[src/rtl/cdec_pkg.sv]
package cdec_pkg;

	// decoder mode, one-hot
	typedef enum logic [2:0] {
		MODE_PLAIN = 3'b001,
		MODE_ESC   = 3'b010,
		MODE_OCT   = 3'b100
	} mode_t;

	// decoder state carried between items
	typedef struct packed {
		mode_t      mode;
		logic [7:0] octal_value;
		logic [1:0] octal_digits;
	} dec_state_t;

	// one result item
	typedef struct packed {
		logic [7:0] out_byte;
		logic       byte_valid;
		logic       run_last;
		logic       string_end;
	} result_t;

	// everything one item decodes to
	typedef struct packed {
		logic [1:0] count;
		result_t    item0;
		result_t    item1;
		dec_state_t next_state;
	} decode_t;

	localparam dec_state_t STATE_RESET = '{mode: MODE_PLAIN, octal_value: 8'd0,
		octal_digits: 2'd0};

endpackage

[src/rtl/cdec_decode.sv]
module cdec_decode (
	input  logic [7:0]          in_byte,
	input  logic                string_last,
	input  cdec_pkg::dec_state_t state,
	output cdec_pkg::decode_t    result
);
	import cdec_pkg::*;

	localparam logic [7:0] CH_BSLASH = 8'h5c;
	localparam logic [7:0] CH_A      = 8'h61;
	localparam logic [7:0] CH_B      = 8'h62;
	localparam logic [7:0] CH_F      = 8'h66;
	localparam logic [7:0] CH_N      = 8'h6e;
	localparam logic [7:0] CH_R      = 8'h72;
	localparam logic [7:0] CH_T      = 8'h74;
	localparam logic [7:0] CH_V      = 8'h76;
	localparam logic [4:0] OCT_HIGH  = 5'b00110;  // '0'..'7' share these upper bits

	logic       is_oct;
	logic [7:0] ctrl_byte;
	logic [7:0] acc_value;
	logic [1:0] digits_inc;
	logic [7:0] b0;
	logic [7:0] b1;
	logic       v0;
	logic [1:0] n;
	dec_state_t nxt;

	assign is_oct     = (in_byte[7:3] == OCT_HIGH);
	assign acc_value  = {state.octal_value[4:0], 3'b000} + {5'b00000, in_byte[2:0]};
	assign digits_inc = state.octal_digits + 2'd1;

	always_comb begin
		unique case (in_byte)
			CH_A:    ctrl_byte = 8'd7;
			CH_B:    ctrl_byte = 8'd8;
			CH_F:    ctrl_byte = 8'd12;
			CH_N:    ctrl_byte = 8'd10;
			CH_R:    ctrl_byte = 8'd13;
			CH_T:    ctrl_byte = 8'd9;
			CH_V:    ctrl_byte = 8'd11;
			default: ctrl_byte = in_byte;
		endcase
	end

	always_comb begin
		nxt = state;
		b0  = 8'd0;
		b1  = 8'd0;
		v0  = 1'b1;
		n   = 2'd0;
		unique case (state.mode)
			MODE_ESC: begin
				if (is_oct) begin
					nxt.mode         = MODE_OCT;
					nxt.octal_value  = {5'b00000, in_byte[2:0]};
					nxt.octal_digits = 2'd1;
				end else begin
					b0  = ctrl_byte;
					n   = 2'd1;
					nxt = STATE_RESET;
				end
			end
			MODE_OCT: begin
				if (is_oct) begin
					nxt.octal_value  = acc_value;
					nxt.octal_digits = digits_inc;
					// third digit closes the run
					if (digits_inc == 2'd3) begin
						b0  = acc_value;
						n   = 2'd1;
						nxt = STATE_RESET;
					end
				end else begin
					// flush the pending value, then treat the byte as plain
					b0  = state.octal_value;
					n   = 2'd1;
					nxt = STATE_RESET;
					if (in_byte == CH_BSLASH) begin
						nxt.mode = MODE_ESC;
					end else begin
						b1 = in_byte;
						n  = 2'd2;
					end
				end
			end
			default: begin
				nxt = STATE_RESET;
				if (in_byte == CH_BSLASH) begin
					nxt.mode = MODE_ESC;
				end else begin
					b0 = in_byte;
					n  = 2'd1;
				end
			end
		endcase

		if (string_last) begin
			// pending octal run at the end is flushed (no result yet in that case)
			if (nxt.mode == MODE_OCT) begin
				b0 = nxt.octal_value;
				n  = 2'd1;
			end
			nxt = STATE_RESET;
			// nothing produced: a lone end marker
			if (n == 2'd0) begin
				b0 = 8'd0;
				v0 = 1'b0;
				n  = 2'd1;
			end
		end

		result.count      = n;
		result.item0      = '{out_byte: b0, byte_valid: v0, run_last: (n == 2'd1),
			string_end: string_last && (n == 2'd1)};
		result.item1      = '{out_byte: b1, byte_valid: 1'b1, run_last: 1'b1,
			string_end: string_last};
		result.next_state = nxt;
	end

endmodule

[src/rtl/cdec_outbuf.sv]
module cdec_outbuf (
	input  logic              clk,
	input  logic              arst_n,
	input  logic              load,
	input  logic [1:0]        load_count,
	input  cdec_pkg::result_t load_item0,
	input  cdec_pkg::result_t load_item1,
	output logic              can_load,
	output logic              out_valid,
	input  logic              out_ready,
	output cdec_pkg::result_t out_item
);
	import cdec_pkg::*;

	result_t    slot0_q;
	result_t    slot1_q;
	logic [1:0] count_q;
	logic       pop;

	assign out_valid = (count_q != 2'd0);
	assign out_item  = slot0_q;
	assign pop       = out_valid && out_ready;
	// room for a full pair once the current head leaves
	assign can_load  = (count_q == 2'd0) || ((count_q == 2'd1) && out_ready);

	always_ff @(posedge clk or negedge arst_n) begin
		if (!arst_n) begin
			count_q <= 2'd0;
		end else if (load) begin
			count_q <= load_count;
		end else if (pop) begin
			count_q <= count_q - 2'd1;
		end
	end

	always_ff @(posedge clk) begin
		if (load) begin
			slot0_q <= load_item0;
			slot1_q <= load_item1;
		end else if (pop) begin
			slot0_q <= slot1_q;
		end
	end

endmodule

[src/rtl/c_escape_decoder_unit.sv]
// Streaming decoder for C-style backslash escapes. Feed one source byte per
// item with string_last on the final byte of a string; each item gives zero,
// one or two decoded result items. \a \b \f \n \r \t \v map to control bytes,
// any other escaped byte stands for itself, and one to three octal digits
// give their value modulo 256. A pending octal value is flushed by a
// non-digit byte or by the end of the string; a trailing lone backslash gives
// nothing, and a last byte with no data result gives one end marker
// (byte_valid low, out_byte zero). run_last marks the last result of an
// input item, string_end the last result of a string. Throughput is one item
// per cycle while items give at most one result each and out_ready is high;
// an item that gives two results holds the input side until the two-slot
// result buffer, which drives one result per cycle while out_ready is high,
// has room. Results pass the input register, then the result buffer.
module c_escape_decoder_unit (
	input  logic       clk,
	input  logic       arst_n,
	input  logic       in_valid,
	output logic       in_ready,
	input  logic [7:0] in_byte,
	input  logic       string_last,
	output logic       out_valid,
	input  logic       out_ready,
	output logic [7:0] out_byte,
	output logic       byte_valid,
	output logic       run_last,
	output logic       string_end
);
	import cdec_pkg::*;

	// input register stage
	logic       valid_s1;
	logic [7:0] byte_s1;
	logic       last_s1;

	// decoder state between items
	dec_state_t state_q;

	decode_t dec;
	logic    can_load;
	logic    consume;
	logic    load;
	result_t out_item;

	// an item with no result retires without touching the buffer
	assign consume  = valid_s1 && ((dec.count == 2'd0) || can_load);
	assign load     = consume && (dec.count != 2'd0);
	assign in_ready = !valid_s1 || consume;

	always_ff @(posedge clk or negedge arst_n) begin
		if (!arst_n) begin
			valid_s1 <= 1'b0;
			state_q  <= STATE_RESET;
		end else begin
			if (in_valid && in_ready) begin
				valid_s1 <= 1'b1;
			end else if (consume) begin
				valid_s1 <= 1'b0;
			end
			if (consume) begin
				state_q <= dec.next_state;
			end
		end
	end

	always_ff @(posedge clk) begin
		if (in_valid && in_ready) begin
			byte_s1 <= in_byte;
			last_s1 <= string_last;
		end
	end

	// escape decode of the registered item
	cdec_decode u_decode (
		.in_byte     (byte_s1),
		.string_last (last_s1),
		.state       (state_q),
		.result      (dec)
	);

	// result buffer, up to two items per input item
	cdec_outbuf u_outbuf (
		.clk        (clk),
		.arst_n     (arst_n),
		.load       (load),
		.load_count (dec.count),
		.load_item0 (dec.item0),
		.load_item1 (dec.item1),
		.can_load   (can_load),
		.out_valid  (out_valid),
		.out_ready  (out_ready),
		.out_item   (out_item)
	);

	assign out_byte   = out_item.out_byte;
	assign byte_valid = out_item.byte_valid;
	assign run_last   = out_item.run_last;
	assign string_end = out_item.string_end;

endmodule

[config.mk]
export PLATFORM = sky130hd
export DESIGN_NAME = c_escape_decoder_unit
export DESIGN_NICKNAME = d
export VERILOG_FILES = /design/src/rtl/cdec_pkg.sv /design/src/rtl/cdec_decode.sv /design/src/rtl/cdec_outbuf.sv /design/src/rtl/c_escape_decoder_unit.sv
export SDC_FILE = /design/constraint.sdc
export NUM_CORES = 1
export LEC_CHECK = 0
export ABC_CLOCK_PERIOD_IN_PS = 4750
export BUFFER_PORTS_ARGS = -buffer_cell sky130_fd_sc_hd__buf_4
export CORE_UTILIZATION = 45
export CTS_CLUSTER_DIAMETER = 60
export DETAILED_ROUTE_END_ITERATION = 8
export HOLD_SLACK_MARGIN = 0.05
export PLACE_DENSITY = 0.65
export SYNTH_ARGS = -nofsm -noshare
export SYNTH_HDL_FRONTEND = slang
export SYNTH_SLANG_ARGS = --single-unit
[constraint.sdc]
create_clock -name clk -period 4.75 [get_ports clk]
set_clock_uncertainty 0.15 [all_clocks]
set_input_delay 0.2375 -clock clk [delete_from_list [all_inputs] [get_ports clk]]
set_output_delay 0.2375 -clock clk [all_outputs]
set_load 0.05 [all_outputs]
==> results of run 1 <==
[where the power goes]
group / switching [uW] / internal, uW
sequential: 61.9 / 550
clock: 131 / 157
combinational: 367 / 159
[worst max-delay path, stage by stage, from the launching register on]
cell	delay (ns)
edfxtp_1	0.62
nand2b_1	0.12
or3_1	0.54
o32a_1	0.45
o21ai_2	0.44
nand2_1	0.39
[state kept, by name (all words and copies together), names as in the netlist]
register           count
u_outbuf.out_item     11
valid_s1               1
last_s1                1
u_outbuf.slot1_q       9
state_q               13
u_outbuf.count_q       2
byte_s1                8
[final cells by class]
cell class	instances	area, sq um	share of cell area [%]
Sequential cell	45	1270	44.5
Multi-Input combinational cell	170	1040	36.5
Timing Repair Buffer	37	305	10.7
Tap cell	70	87.6	3.06
Clock buffer	5	68.8	2.41
Clock inverter	3	46.3	1.62
Inverter	9	33.8	1.18
[metrics by stage]
stage | utilization, % | worst slack (ns) | std cells | hold slack, ns | cell area, sq um
after detailed placement | 51.2 | 1.72 | 320 | -0.0364 | 2630
after global placement | 51.2 | 1.77 | 320 | -0.0419 | 2630
final | 55.6 | 1.69 | 339 | 0.174 | 2860
after floorplan | - | 1.86 | 237 | -0.208 | 2420
after CTS | 55.6 | 1.70 | 339 | 0.183 | 2860
after global routing | 55.6 | 1.47 | 339 | 0.204 | 2860
[worst max-delay path by stage]
stage / start / end / slack [ns] / cells after the start
finish: byte_s1[4]$_DFFE_PP_ / u_outbuf.out_item[9]$_DFFE_PP_ / 1.69 / 5
global route: byte_s1[4]$_DFFE_PP_ / u_outbuf.out_item[9]$_DFFE_PP_ / 1.47 / 5
CTS: byte_s1[3]$_DFFE_PP_ / u_outbuf.out_item[9]$_DFFE_PP_ / 1.70 / 5
detailed placement: byte_s1[3]$_DFFE_PP_ / u_outbuf.out_item[3]$_DFFE_PP_ / 1.72 / 5
global placement: byte_s1[3]$_DFFE_PP_ / u_outbuf.out_item[3]$_DFFE_PP_ / 1.77 / 5
floorplan: byte_s1[3]$_DFFE_PP_ / byte_s1[0]$_DFFE_PP_ / 1.86 / 8
[metal layers]
| metal | GRT usage [%] | wire [um] |
|---|---|---|
| met1 | 27.2 | 2390 |
| met2 | 31.4 | 2400 |
| met3 | 3.31 | 307 |
| met4 | 7.20 | 72 |
| met5 | 0 | 0 |
[cell usage in the layout (no fill, tap or decap), drive strengths merged, types with 5 or more instances in the layout]
| master | count |
|---|---|
| nor3 | 6 |
| nand3 | 10 |
| nor2 | 11 |
| buf | 26 |
| nand2b | 9 |
| a21oi | 16 |
| o21ai | 18 |
| inv | 8 |
| nand2 | 24 |
| nor2b | 7 |
| dfrtp | 15 |
| and3 | 5 |
| dlygate4sd3 | 11 |
| a31oi | 5 |
| and2 | 5 |
| clkbuf | 5 |
| a22o | 10 |
| edfxtp | 29 |
[kinds of logic after synthesis]
group | Yosys count | synth area share (%)
xor gates and xnor gates | 2 | 0.725
adders and majority gates | 2 | 1.04
and+or+nand+nor | 92 | 20.3
AOI/OAI and AO/OA | 73 | 20.8
DFF | 45 | 52.6
buffers and inverters | 22 | 4.14
muxes | 1 | 0.414
==> out/metrics.yaml, run 1 <==
clocking:
  cts_buffers: 5
  cts_repair_resize_count: 0
  clockBufferDepth: 2
  postCtsHoldBufs: 11
  h-tree-depth: 2
  cts_tree: "yes"
  post_cts_buffers: 0
  clkTransAtPathRegs_ns: 0.08
  clkSinkCount: 45
  cts-root-buf: "clkbuf_8"
  clkLatencyLatePin_ns: 0.30
synth:
  yosysUniqueCellTypes: 54
  synth.area.top_cells: "edfxtp_1 (36%), dfrtp_1 (16%), nand2_1 (3.7%)"
  ys_ff_latch: 45
  syn-cell-area_sq_um: 2420
  yosysWarnings: 0
  syn_nets: 252
  ys.flop_type: "edfxtp_1"
  synth_most_common_cell: "edfxtp_1"
  yosysSeqAreaShare_pct: 52.6
  yosysTopAreaCell: "edfxtp_1"
  syn_inst: 237
  synth_edf_count: 29
  async_flop_share_pct: 35.6
  yosysTopAreaCellShare_pct: 36.0
  ys_top_cells_by_count: "edfxtp_1 (29), nand2_1 (24), a21oi_1 (16), dfrtp_1 (15)"
  avgSynthCellArea_sq_um: 10.2
floorplanning:
  ios: 26
  die_y_um: 75.3
  num_rows: 26
  core_sq_um: 5140
  dieArea_sq_um: 5670
  initial_core_util_pct: 47.0
  die_w_um: 75.3
detailed_routing:
  drt_wl_total_um: 5170
  ant_nets: 0
  drt_iter0_drc: 150
  routedWlPerCell_um: 15.3
  drc: 0
  via_per_inst: 5.66
  num_vias: 1918
  drt_first_pass_iters: 4
timing:
  period_needed_ns: 3.06
  setup_viol: 0
  slew_headroom_pct: 27.9
  fmax_mhz: 327
  final.period_utilization_pct: 64.4
  setup-tns-final_ns: 0
  finalMaxSlewViolations: 0
  rsz0062_at_grt: "false"
  worst_slew_pin_slew_ns: 1.08
  hold_viol_final: 0
worst_setup_path:
  crit_type: "reg2reg"
  cp.required_ns: 4.56
  rrSetupSlack_ns: 1.69
  start_kind: "flop"
  critical_path.max_fanout: 15
  crit_path_end_kind: "flop"
  r2r-end: "u_outbuf.out_item[9]$_DFFE_PP_"
  rr_worst_depth: 5
  rr_startpoint: "byte_s1[4]$_DFFE_PP_"
  cp_data_arrival_time_ns: 2.87
worst_hold_path:
  holdCritPathClass: "in2async"
global_routing:
  first_global_vias: 1689
  grt_overflow_total: 0
  grt_use_total_pct: 19.7
  grt_max_degree: 19
  grt_pass1_wl_um: 8180
  grt_antenna_before_repair: 0
cells_and_area:
  fill_cells: 475
  num-nets-final: 283
  antenna_cells: 0
  layout-drive-gt1-share_pct: 15.6
  syn2layout_area_growth_pct: 18.3
power:
  powerDensity_nw_per_um2: 499
  total_power_uw: 1430
  peakVddDrop_mv: 0.271
  leakagePower_uw: 0.00111
status:
  outcome: "finished, final reports clean"
placed_design:
  place.gp.congestion: 0.915
  port-buffer-count: 25
  dp_hpwl_um: 3630
job:
  drv_cap: 0
(Power assumes the default switching activity.)
==> run 2, diff against run 1 <==
ABC_CLOCK_PERIOD_IN_PS = 2840   (was 4750)
clock period = 2.84 ns   (was 4.75 ns; I/O delays follow)
==> run 2 against run 1 <==
  * Utilization increased by 0.85 points
  * Sequential share of layout area decreased by 0.67 points
  * Fmax increased by 18%
  * Clock power increased by 27%
  * Total power increased by 62%
  * Critical path depth increased by 1
==> out/metrics.yaml, run 2 (synthesis results as in run 1) <==
floorplanning:
  dieArea_sq_um: 5670  # unchanged
  core_sq_um: 5140  # unchanged
  die_w_um: 75.3  # unchanged
  initial_core_util_pct: 47.0  # unchanged
  num_rows: 26  # unchanged
  ios: 26  # unchanged
  die_y_um: 75.3  # unchanged
placed_design:
  pre_cts_slack_ns: 0.259  # -1.46 ns
  port-buffer-count: 25  # unchanged
  place.gp.congestion: 0.932  # +1.8%
  dp_hpwl_um: 3720  # +2.6%
worst_setup_path:
  cp_data_arrival_time_ns: 2.41  # -0.46 ns
  crit_path_end_kind: "flop"
  critical_path.max_fanout: 9  # -6
  crit_type: "reg2reg"
  cp.required_ns: 2.66  # -1.90 ns
  start_kind: "flop"
cells_and_area:
  fill_cells: 484  # +1.9%
  utilization_pct: 56.5  # +0.85 points
  antenna_cells: 0  # unchanged
  syn2layout_area_growth_pct: 20.1
  top_register: "state_q"
  final_cell_mix: "buf_4 (36), edfxtp_1 (29), nand2_1 (23)"
  layout-drive-gt1-share_pct: 18.3  # +2.7 points
  num-nets-final: 293  # +3.5%
  largest_register_ffs: 13  # unchanged
  layout_commonest_cell: "buf_4"
worst_hold_path:
  holdCritPathClass: "in2async"
global_routing:
  grt_max_degree: 18  # -1
  grt_overflow_total: 0  # unchanged
  first_global_vias: 1741  # +3.1%
  grt_use_total_pct: 20.1  # +0.39 points
  grt_antenna_before_repair: 0  # unchanged
  grt_pass1_wl_um: 8410  # +2.9%
detailed_routing:
  drt_wl_total_um: 5000  # -3.3%
  num_vias: 1912  # -0.31%
  routedWlPerCell_um: 14.3  # -6.0%
  drt_iter0_drc: 151  # +0.67%
  drc: 0  # unchanged
  drt_first_pass_iters: 4  # unchanged
  ant_nets: 0  # unchanged
  via_per_inst: 5.48  # -3.2%
power:
  peakVddDrop_mv: 0.453  # +67%
  powerDensity_nw_per_um2: 793  # +59%
  leakagePower_uw: 0.00115  # +3.2%
job:
  drv_cap: 0  # unchanged
timing:
  whs_ns: 0.0845  # -0.0900 ns
  hold_viol_final: 0  # unchanged
  final.period_utilization_pct: 91.3  # +27 points
  period_needed_ns: 2.59  # -0.465 ns
  fmax_mhz: 386  # +18%
  setup-tns-final_ns: 0  # unchanged
  worst_slew_pin_slew_ns: 0.499  # -0.580 ns
  slew_headroom_pct: 65.9  # +38 points
  rsz0062_at_grt: "false"
  finalWorstSetupSlack_ns: 0.248  # -1.44 ns
  setup_viol: 0  # unchanged
  finalMaxSlewViolations: 0  # unchanged
clocking:
  cts-root-buf: "clkbuf_8"
  post_cts_buffers: 0  # unchanged
  h-tree-depth: 2  # unchanged
  clkTransAtPathRegs_ns: 0.08  # about the same
  cts_repair_resize_count: 0  # unchanged
  clkLatencyLatePin_ns: 0.30  # about the same
  cts_buffers: 5  # unchanged
  clockBufferDepth: 2  # unchanged
  postCtsHoldBufs: 11  # unchanged
  cts_tree: "yes"
  clkSinkCount: 45  # unchanged
status:
  outcome: "finished, final reports clean"
-- run 2: cell count changes in the layout (fill, tap and decap cells not counted), sizes merged --
cell / previous run / this run
clkinv: 2 / 4
clkinvlp: 1 / 0
bufinv: 1 / 0
buf: 26 / 36
-- run 2: worst paths after layout --
path	start	end	slack (ns)	cells after the start
worst min-delay path	arst_n	state_q[5]$_DFFE_PN0P_	0.08	2
worst min register to register	u_outbuf.slot1_q[0]$_DFFE_PP_	u_outbuf.out_item[0]$_DFFE_PP_	0.36	2
worst max register to register	byte_s1[7]$_DFFE_PP_	byte_s1[4]$_DFFE_PP_	0.25	6
min in group clk	out_ready	u_outbuf.count_q[0]$_DFFE_PN0P_	0.14	4
worst max-delay path	byte_s1[7]$_DFFE_PP_	byte_s1[4]$_DFFE_PP_	0.25	6
max in group asynchronous	arst_n	state_q[10]$_DFFE_PN1P_	2.21	2
-- run 2: cell type report --
type	count	area, sq um	area share [%]
inverter	9	33.8	1.16
tap	70	87.6	3.02
clock inverter	3	12.5	0.431
timing repair buffer	47	380	13.1
sequential	45	1270	43.8
multi-input combinational	170	1050	36.1
clock buffer	5	68.8	2.37
-- run 2: critical path, stage by stage (launching register included) --
cell and delay, ns:
edfxtp_1 0.44, nand2b_1 0.21, or3_1 0.39, o32a_1 0.38
o21a_2 0.26, nand2_2 0.09, and2_1 0.34
-- run 2: through the flow --
step | area (sq um) | power (uW) | instances
after floorplan | 2420 | 1700 | 237
after global placement | 2710 | 1940 | 330
after detailed placement | 2710 | 1940 | 330
after CTS | 2900 | 2320 | 349
after global routing | 2900 | 2460 | 349
final | 2900 | 2300 | 349
-- run 2: report_power, final --
group          total, uW  switching (uW)  leakage, uW  internal (uW)
Clock                367             202    0.0000430            166
Sequential           997            78.5     0.000492            919
Combinational        938             643     0.000613            295
Total               2300             923      0.00115           1380
-- run 2: layer usage --
metal,GRT usage [%],up-vias,routed length (um)
met5,0,-,0
li1,-,969,-
met1,28.5,860,2350
met3,4.10,13,281
met2,30.8,70,2250
met4,7.20,0,122
